File: src/rtl/core/vcfe_pkg.sv
`default_nettype none
package vcfe_pkg;
  localparam int Edge = 8;
  localparam int Rows = Edge * Edge;

  typedef enum logic [3:0] {
    CMD_CLEAR  = 4'd0,
    CMD_FILL   = 4'd1,
    CMD_SET    = 4'd2,
    CMD_UNSET  = 4'd3,
    CMD_TEST   = 4'd4,
    CMD_PLANE  = 4'd5,
    CMD_SHIFT  = 4'd6,
    CMD_EDGES  = 4'd7,
    CMD_RENDER = 4'd8
  } cmd_t;

  localparam logic [2:0] DIR_PX = 3'd0;
  localparam logic [2:0] DIR_NX = 3'd1;
  localparam logic [2:0] DIR_PZ = 3'd2;
  localparam logic [2:0] DIR_NZ = 3'd3;
  localparam logic [2:0] DIR_PY = 3'd4;
  localparam logic [2:0] DIR_NY = 3'd5;

  localparam logic [1:0] AXIS_X = 2'd0;
  localparam logic [1:0] AXIS_Y = 2'd1;
  localparam logic [1:0] AXIS_Z = 2'd2;

  typedef struct packed {
    logic       load;
    logic       sweep;
    logic       probe;
    logic       gather;
    logic       single;
    logic       emit;
    logic [5:0] step;
    logic [2:0] layer;
  } ctl_t;

  typedef struct packed {
    logic [3:0] command;
    logic [2:0] x_coord;
    logic [2:0] y_coord;
    logic [2:0] z_coord;
    logic [1:0] plane_axis;
    logic [2:0] plane_index;
    logic [2:0] direction;
    logic [3:0] edge_length;
  } item_t;
endpackage
`default_nettype wire

File: src/rtl/core/vcfe_ctrl.sv
`default_nettype none
module vcfe_ctrl (
  input  wire logic         clk,
  input  wire logic         rst,
  input  wire logic         in_valid,
  input  wire logic [3:0]   command,
  output logic              in_ready,
  output logic              out_valid,
  input  wire logic         out_ready,
  output logic              out_last,
  output vcfe_pkg::ctl_t    ctl
);
  import vcfe_pkg::*;

  typedef enum logic [5:0] {
    S_IDLE   = 6'b000001,
    S_SWEEP  = 6'b000010,
    S_PROBE  = 6'b000100,
    S_TEST   = 6'b001000,
    S_GATHER = 6'b010000,
    S_RENDER = 6'b100000
  } state_t;

  state_t     state, state_next;
  logic [5:0] step, step_next;
  logic [2:0] layer, layer_next;
  logic       fire;

  assign fire     = in_valid && in_ready;
  assign in_ready = (state == S_IDLE);

  always_comb begin
    state_next = state;
    step_next  = step;
    layer_next = layer;
    ctl        = '0;
    ctl.step   = step;
    ctl.layer  = layer;
    ctl.load   = fire;
    out_valid  = 1'b0;
    out_last   = 1'b0;
    unique case (state)
      S_IDLE: begin
        step_next  = '0;
        layer_next = '0;
        if (fire) begin
          if (command == CMD_RENDER) state_next = S_GATHER;
          else if (command == CMD_TEST) state_next = S_PROBE;
          else state_next = S_SWEEP;
        end
      end
      S_SWEEP: begin
        ctl.sweep = 1'b1;
        step_next = step + 6'd1;
        if (step == 6'(Rows - 1)) state_next = S_IDLE;
      end
      S_PROBE: begin
        ctl.probe  = 1'b1;
        state_next = S_TEST;
      end
      S_TEST: begin
        out_valid  = 1'b1;
        out_last   = 1'b1;
        ctl.single = 1'b1;
        if (out_ready) state_next = S_IDLE;
      end
      S_GATHER: begin
        ctl.gather = 1'b1;
        step_next  = step + 6'd1;
        if (step == 6'(Edge - 1)) begin
          step_next  = '0;
          state_next = S_RENDER;
        end
      end
      S_RENDER: begin
        out_valid = 1'b1;
        ctl.emit  = 1'b1;
        out_last  = (layer == 3'(Edge - 1));
        if (out_ready) begin
          layer_next = layer + 3'd1;
          if (out_last) state_next = S_IDLE;
          else state_next = S_GATHER;
        end
      end
      default: state_next = S_IDLE;
    endcase
  end

  always_ff @(posedge clk) begin
    if (rst) begin
      state <= S_SWEEP;
      step  <= '0;
      layer <= '0;
    end else begin
      state <= state_next;
      step  <= step_next;
      layer <= layer_next;
    end
  end
endmodule
`default_nettype wire

File: src/rtl/core/vcfe_datapath.sv
`default_nettype none
module vcfe_datapath (
  input  wire logic           clk,
  input  wire logic           rst,
  input  wire vcfe_pkg::ctl_t ctl,
  input  wire vcfe_pkg::item_t item,
  output logic [7:0]          layer_select,
  output logic [7:0]          byte_a,
  output logic [7:0]          byte_b,
  output logic [7:0]          byte_c,
  output logic [7:0]          byte_d,
  output logic [7:0]          byte_e,
  output logic [7:0]          byte_f,
  output logic [7:0]          byte_g,
  output logic [7:0]          byte_h,
  output logic                voxel_on
);
  import vcfe_pkg::*;

  logic [7:0] rows [Rows];
  logic [7:0] fb [Edge];
  item_t      cur;
  logic [7:0] rd_q;
  logic [5:0] dst_q;
  logic       zero_q;
  logic       wr_q;
  logic [5:0] dst, src, raddr;
  logic       zero;
  logic [7:0] old, nrow, edge_mask;

  always_comb begin
    logic shifting;
    shifting = (cur.command == CMD_SHIFT);
    if (shifting && (cur.direction == DIR_NZ || cur.direction == DIR_NY)) dst = ~ctl.step;
    else dst = ctl.step;
    src  = dst;
    zero = 1'b0;
    if (shifting) begin
      if (cur.direction == DIR_PZ) begin
        src  = dst + 6'd1;
        zero = (dst[2:0] == 3'(Edge - 1));
      end else if (cur.direction == DIR_NZ) begin
        src  = dst - 6'd1;
        zero = (dst[2:0] == 3'd0);
      end else if (cur.direction == DIR_PY) begin
        src  = dst + 6'(Edge);
        zero = (dst[5:3] == 3'(Edge - 1));
      end else if (cur.direction == DIR_NY) begin
        src  = dst - 6'(Edge);
        zero = (dst[5:3] == 3'd0);
      end
    end
    if (ctl.probe) raddr = {~cur.y_coord, ~cur.z_coord};
    else if (ctl.gather) raddr = {~ctl.layer, ctl.step[2:0]};
    else raddr = src;
  end

  always_comb begin
    logic [4:0] e, xs, xe, ys, ye, zs, ze, y, z;
    logic [7:0] xline, xends;
    logic       yend, yin, zend, zin;
    e  = {1'b0, cur.edge_length} - 5'd1;
    xs = {2'b00, cur.x_coord};
    ys = {2'b00, cur.y_coord};
    zs = {2'b00, cur.z_coord};
    xe = xs + e;
    ye = ys + e;
    ze = zs + e;
    y  = {2'b00, ~dst_q[5:3]};
    z  = {2'b00, ~dst_q[2:0]};
    xline = '0;
    xends = '0;
    for (int b = 0; b < Edge; b++) begin
      if (5'(b) >= xs && 5'(b) <= xe) xline[b] = 1'b1;
      if (5'(b) == xs || 5'(b) == xe) xends[b] = 1'b1;
    end
    yend = (y == ys) || (y == ye);
    zend = (z == zs) || (z == ze);
    yin  = (y >= ys) && (y <= ye);
    zin  = (z >= zs) && (z <= ze);
    edge_mask = '0;
    if (cur.edge_length != 4'd0) begin
      if (yend && zend) edge_mask = edge_mask | xline;
      if ((yend && zin) || (yin && zend)) edge_mask = edge_mask | xends;
    end
  end

  always_comb begin
    logic [2:0] y, z;
    y    = ~dst_q[5:3];
    z    = ~dst_q[2:0];
    old  = zero_q ? 8'd0 : rd_q;
    nrow = old;
    unique case (cur.command)
      CMD_CLEAR: nrow = '0;
      CMD_FILL:  nrow = 8'hFF;
      CMD_SET:   if (y == cur.y_coord && z == cur.z_coord)
                   nrow = old | (8'd1 << cur.x_coord);
      CMD_UNSET: if (y == cur.y_coord && z == cur.z_coord)
                   nrow = old & ~(8'd1 << cur.x_coord);
      CMD_PLANE: begin
        if (cur.plane_axis == AXIS_X) nrow = old | (8'd1 << cur.plane_index);
        else if (cur.plane_axis == AXIS_Y && y == cur.plane_index) nrow = 8'hFF;
        else if (cur.plane_axis == AXIS_Z && z == cur.plane_index) nrow = 8'hFF;
      end
      CMD_SHIFT: begin
        if (cur.direction == DIR_PX) nrow = old << 1;
        else if (cur.direction == DIR_NX) nrow = old >> 1;
      end
      CMD_EDGES: nrow = old | edge_mask;
      default:   nrow = old;
    endcase
  end

  always_ff @(posedge clk) begin
    if (rst) begin
      cur  <= '0;
      wr_q <= 1'b0;
    end else begin
      if (ctl.load) cur <= item;
      wr_q <= ctl.sweep;
    end
  end

  always_ff @(posedge clk) begin
    if (ctl.sweep) begin
      dst_q  <= dst;
      zero_q <= zero;
    end
  end

  always_ff @(posedge clk) begin
    if (wr_q) rows[dst_q] <= nrow;
    if (ctl.sweep || ctl.probe) rd_q <= rows[raddr];
    if (ctl.gather) fb[ctl.step[2:0]] <= rows[raddr];
  end

  always_comb begin
    voxel_on     = ctl.single ? rd_q[cur.x_coord] : 1'b0;
    layer_select = ctl.emit ? (8'd1 << ctl.layer) : 8'd0;
    byte_a = ctl.emit ? fb[1] : 8'd0;
    byte_b = ctl.emit ? fb[0] : 8'd0;
    byte_c = ctl.emit ? fb[3] : 8'd0;
    byte_d = ctl.emit ? fb[2] : 8'd0;
    byte_e = ctl.emit ? fb[5] : 8'd0;
    byte_f = ctl.emit ? fb[4] : 8'd0;
    byte_g = ctl.emit ? fb[7] : 8'd0;
    byte_h = ctl.emit ? fb[6] : 8'd0;
  end
endmodule
`default_nettype wire

File: src/rtl/core/voxel_cube_frame_engine_top.sv
// Edit commands: accept cycle, then a row sweep over all 64 rows.
// Test: result valid in the test state after the probe read, held until taken.
// Render: per layer 8 row reads, then the frame held until taken.
// One command at a time, set by the controller state machine.
// Reset (rst, synchronous) starts a clearing sweep over all 64 rows of the voxel store;
// input stalls until it ends.
`default_nettype none
module voxel_cube_frame_engine_top (
  input  wire logic       clk,
  input  wire logic       rst,
  input  wire logic       in_valid,
  output logic            in_ready,
  input  wire logic [3:0] command,
  input  wire logic [2:0] x_coord,
  input  wire logic [2:0] y_coord,
  input  wire logic [2:0] z_coord,
  input  wire logic [1:0] plane_axis,
  input  wire logic [2:0] plane_index,
  input  wire logic [2:0] direction,
  input  wire logic [3:0] edge_length,
  output logic            out_valid,
  input  wire logic       out_ready,
  output logic [7:0]      layer_select,
  output logic [7:0]      byte_a,
  output logic [7:0]      byte_b,
  output logic [7:0]      byte_c,
  output logic [7:0]      byte_d,
  output logic [7:0]      byte_e,
  output logic [7:0]      byte_f,
  output logic [7:0]      byte_g,
  output logic [7:0]      byte_h,
  output logic            voxel_on,
  output logic            last
);
  import vcfe_pkg::*;

  ctl_t  ctl;
  item_t item;

  assign item = '{command, x_coord, y_coord, z_coord, plane_axis,
                  plane_index, direction, edge_length};

  vcfe_ctrl u_ctrl (
    .clk(clk), .rst(rst), .in_valid(in_valid), .command(command),
    .in_ready(in_ready), .out_valid(out_valid), .out_ready(out_ready),
    .out_last(last), .ctl(ctl)
  );

  vcfe_datapath u_dp (
    .clk(clk), .rst(rst), .ctl(ctl), .item(item),
    .layer_select(layer_select), .byte_a(byte_a), .byte_b(byte_b),
    .byte_c(byte_c), .byte_d(byte_d), .byte_e(byte_e), .byte_f(byte_f),
    .byte_g(byte_g), .byte_h(byte_h), .voxel_on(voxel_on)
  );
endmodule
`default_nettype wire
File: config.mk
export PLATFORM = sky130hd
export DESIGN_NAME = voxel_cube_frame_engine_top
export DESIGN_NICKNAME = d
export VERILOG_FILES = /design/src/rtl/core/vcfe_pkg.sv /design/src/rtl/core/vcfe_ctrl.sv /design/src/rtl/core/vcfe_datapath.sv /design/src/rtl/core/voxel_cube_frame_engine_top.sv
export SDC_FILE = /design/constraint.sdc
export NUM_CORES = 1
export LEC_CHECK = 0
export BUFFER_PORTS_ARGS = -buffer_cell sky130_fd_sc_hd__clkbuf_2
export CAP_MARGIN = 40
export CORE_ASPECT_RATIO = 0.7
export CORE_UTILIZATION = 62
export CTS_CLUSTER_DIAMETER = 120
export CTS_CLUSTER_SIZE = 20
export DETAILED_ROUTE_END_ITERATION = 6
export GPL_TIMING_DRIVEN = 0
export PLACE_DENSITY = 0.87
export SETUP_SLACK_MARGIN = 0.3
export SKIP_LAST_GASP = 1
export SLEW_MARGIN = 30
export SYNTH_ARGS = -nofsm -noshare
export SYNTH_HDL_FRONTEND = slang
export SYNTH_SLANG_ARGS = --single-unit
export TNS_END_PERCENT = 5
File: constraint.sdc
create_clock -name clk -period 8.2 [get_ports clk]
set_clock_uncertainty 0.2 [all_clocks]
set_input_delay 1.64 -clock clk [delete_from_list [all_inputs] [get_ports clk]]
set_output_delay 1.64 -clock clk [all_outputs]
set_load 0.1 [all_outputs]
==> results.ini <==
[sta]
slew-limit-headroom=0.387
whs_ns=0.275
finalSetupViolations=0
timing.final.hold_violations=0
grt_setup_unrepaired=no
fin_crit_ns=6.46
slew_of_the_pin_with_the_lowest_slew_margin_ns=0.915
final_min_period_over_clock_period=0.788
fmaxAchievable_mhz=155
final-max-slew-violation-count=0

[floorplanning]
boundaryPins=105
floorplan.die.height_um=180
die_x_um=256
core_area_um2=44100
floorplan.rows=64
floorplan.initialDensity=0.635
die_footprint_um2=46100

[yosys]
synth.yosys.warnings=0
postSynthRegisterBits=632
yosys.area.top_type=sky130_fd_sc_hd__edfxtp_1
postSynthCellCount=2291
syn-cell-area_um2=28000
number_of_synthesized_flops_with_an_enable_pin=591
async_s_r_ff_share_synth=0
synth_seq_area_share=0.662
synth.area.top_cells=sky130_fd_sc_hd__edfxtp_1, sky130_fd_sc_hd__nand2_1, sky130_fd_sc_hd__nand3_1
synth_nets=2365
postSynthAreaPerCell_um2=12.2
yosysTopAreaCellShare=0.633
synth_ff_type=sky130_fd_sc_hd__edfxtp_1
ys_types=82

[final_layout]
stdcell_area_um2=31100
num-nets-final=2567
finalNonFillerCells=3103
flow.area_growth_from_synthesis_pct=11.1
drive_above_1_share=0.118

[detailed_routing]
vias_per_cell=6.84
dr.first_iter.drc_count=4075
routed_wl_mm=81.0
antenna_left=0
wl_per_cell_um=26.1
remaining_drc_errors=2
detail_route.first_pass.iterations=7
route.vias.total=21240

[clocking]
post-cts-setup-buffer-count=0
worst_setup_hold_path_clk_slew_ns=0.09
cts-resized-gates=0
clkLatencyLatePin_ns=0.56
cts_sinks=632
cts_inserted_buffers=37
cts_tree=built
cts-root-to-sink-buffers=3
cts_hold_buffers=0
cts.htree.levels=2
root_buffer_cell=sky130_fd_sc_hd__clkbuf_16

[place]
dpl_cell_area_um2=29900
placedCellCount=3020
gpl.final_weighted_congestion=0.995
count_of_buffers_from_port_buffering=104
post-dp-hpwl_mm=57.4

[setup_path]
critPathKind=flop to flop
r2r_cells=20
cp-end-kind=flop
worstPathRequired_ns=8.29
crit-reg2reg-capture=u_dp.fb[5][2]
cp_cell_sequence=buf_2 -> nand4bb_4 -> or3_1 -> buf_2 -> buf_6 -> xnor2_1 -> inv_1 -> ha_1 -> and4b_1 -> o21ai_0 -> a21oi_1 -> o21ai_1 -> clkbuf_4 -> clkbuf_1 -> buf_1 -> nand3_1 -> nand4_1 -> a21oi_1 -> a2111oi_0 -> or3_1
worst_path_fanout_max=10
cp_slowest_stage_delay_ns=0.76
critical_path.startpoint_type=flop
rr_startpoint=u_dp.cur[24]
critical_path.slowest_cell=sky130_fd_sc_hd__a2111oi_0
r2r_setup_slack_ns=1.74
worst_ep_arrival_time_ns=6.56

[power_and_ir_drop]
pwr_density_cell_nw_per_um2=238
power.ir.vdd_worst_mv=0.154
power.static_leakage_nw=10.5
totalPowerFinal_mw=7.42

[run_status]
violations=design-rule violations
run_status=complete, but fails checks

[min_path]
min_path_type=flop to flop
holdPathEnd=u_dp.cur[0]
hp-start=u_dp.cur[0]
hold-path-cell-count=2

[grt]
grt_max_degree=49
globalRoute.totalOverflow=0
grt_pass1_vias=20099
grt_pass1_wl_mm=120
gr-usage-all-layers=0.344
antenna_found_initial=3

[run]
cap_violations=0

-- state kept, by name (all words and copies together), names as in the netlist --
name          count
u_dp.wr_q         1
u_dp.zero_q       1
u_dp.rd_q         8
u_dp.dst_q        6
u_dp.rows       512
u_dp.fb          64
u_dp.cur         25
u_ctrl.layer      3
u_ctrl.state      6
u_ctrl.step       6
-- synth_stat cells, types with 18 or more instances --
cell type                  number
sky130_fd_sc_hd__mux2i_1       53
sky130_fd_sc_hd__buf_1         20
sky130_fd_sc_hd__and3_1        18
sky130_fd_sc_hd__buf_2         40
sky130_fd_sc_hd__nand2_1      361
sky130_fd_sc_hd__a32oi_1       23
sky130_fd_sc_hd__a221oi_1      22
sky130_fd_sc_hd__nand3_1      210
sky130_fd_sc_hd__nand2b_1      21
sky130_fd_sc_hd__nand4_1       39
sky130_fd_sc_hd__xnor2_1       22
sky130_fd_sc_hd__nor3_1        36
sky130_fd_sc_hd__o21ai_0       38
sky130_fd_sc_hd__clkbuf_1      81
sky130_fd_sc_hd__a21oi_1      127
sky130_fd_sc_hd__and2_1        71
sky130_fd_sc_hd__dfxtp_1       41
sky130_fd_sc_hd__inv_1         30
sky130_fd_sc_hd__ha_1          42
sky130_fd_sc_hd__edfxtp_1     591
sky130_fd_sc_hd__a211oi_1      31
sky130_fd_sc_hd__nor2_1       129
sky130_fd_sc_hd__a22oi_1       18
-- routing by layer --
metal	vias to the layer above	routed length, um	share of wire	track usage
met5	-	69	0.00085	0
met4	6	2510	0.031	0.103
met3	247	13500	0.17	0.104
met2	1805	34600	0.43	0.493
met1	10196	30300	0.37	0.508
li1	8986	-	-	-
-- area by class of cell --
| class | count | area [um2] |
|---|---|---|
| flip-flops and latches | 632 | 18600 |
| diodes | 1 | 2.50 |
| well taps | 594 | 743 |
| plain buffers | 154 | 718 |
| clock inverters | 2 | 17.5 |
| inverters | 31 | 116 |
| multi-input cells | 1474 | 8800 |
| fillers | 2872 | 13000 |
| repair buffers | 163 | 1150 |
| clock buffers | 52 | 1020 |
-- metrics by stage --
stage | setup TNS [ns] | utilization | setup slack [ns]
after CTS | 0 | 0.701 | 1.81
after global placement | -178.05 | 0.664 | -1.98
after global routing | 0 | 0.706 | 1.44
after detailed placement | 0 | 0.677 | 1.84
final | 0 | 0.706 | 1.74
after floorplan | 0 | - | 1.98
-- power breakdown --
part           switching (mW)  internal (mW)
combinational            1.27          0.522
sequential             0.0759           3.65
clock                    1.02          0.876
total                    2.37           5.05
-- cell families after synthesis --
family / Yosys count / synth area share
compound gates: 384 / 0.0936
xor+xnor: 31 / 0.00968
fa+ha+maj: 45 / 0.0209
buf+inv: 185 / 0.0298
flops: 632 / 0.662
mux: 56 / 0.0213
simple gates: 958 / 0.162
-- critical path, delay by kind of cell, from the launching register on --
family / cells / cell delay [ns]
simple gates: 6 / 1.84
compound gates: 5 / 1.39
fa+ha+maj: 1 / 0.31
flops: 1 / 0.30
buf+inv: 7 / 1.85
xor+xnor: 1 / 0.27
-- placed cells by master, fill, tap and decap left out, types with 17 or more instances in the layout --
master and count:
sky130_fd_sc_hd__edfxtp_1 591, sky130_fd_sc_hd__nand2_1 360, sky130_fd_sc_hd__nand3_1 210, sky130_fd_sc_hd__nor2_1 127, sky130_fd_sc_hd__a21oi_1 126, sky130_fd_sc_hd__clkbuf_2 105, sky130_fd_sc_hd__clkbuf_1 94, sky130_fd_sc_hd__and2_1 71
sky130_fd_sc_hd__mux2i_1 53, sky130_fd_sc_hd__buf_2 44, sky130_fd_sc_hd__ha_1 42, sky130_fd_sc_hd__dfxtp_1 41, sky130_fd_sc_hd__nand4_1 39, sky130_fd_sc_hd__clkbuf_16 39, sky130_fd_sc_hd__o21ai_0 37, sky130_fd_sc_hd__nor3_1 31
sky130_fd_sc_hd__a211oi_1 31, sky130_fd_sc_hd__inv_1 30, sky130_fd_sc_hd__buf_4 25, sky130_fd_sc_hd__a32oi_1 23, sky130_fd_sc_hd__xnor2_1 22, sky130_fd_sc_hd__a221oi_1 22, sky130_fd_sc_hd__buf_1 21, sky130_fd_sc_hd__nand2b_1 21
sky130_fd_sc_hd__and3_1 18, sky130_fd_sc_hd__a22oi_1 18, sky130_fd_sc_hd__a41oi_1 17, sky130_fd_sc_hd__nor2b_1 17
-- worst max path at each step --
stage | startpoint | slack (ns) | to | depth (start not counted)
after detailed placement | u_dp.cur[24] | 1.84 | u_dp.fb[1][2] | 19
after global placement | u_dp.cur[0] | -1.98 | u_dp.rows[10][3] | 15
after global routing | u_dp.cur[24] | 1.44 | u_dp.fb[5][2] | 20
after CTS | u_dp.cur[24] | 1.81 | u_dp.fb[5][2] | 19
after floorplan | u_dp.cur[0] | 1.98 | u_dp.rows[0][3] | 15
final | u_dp.cur[24] | 1.74 | u_dp.fb[5][2] | 20
(Power assumes the default switching activity.)
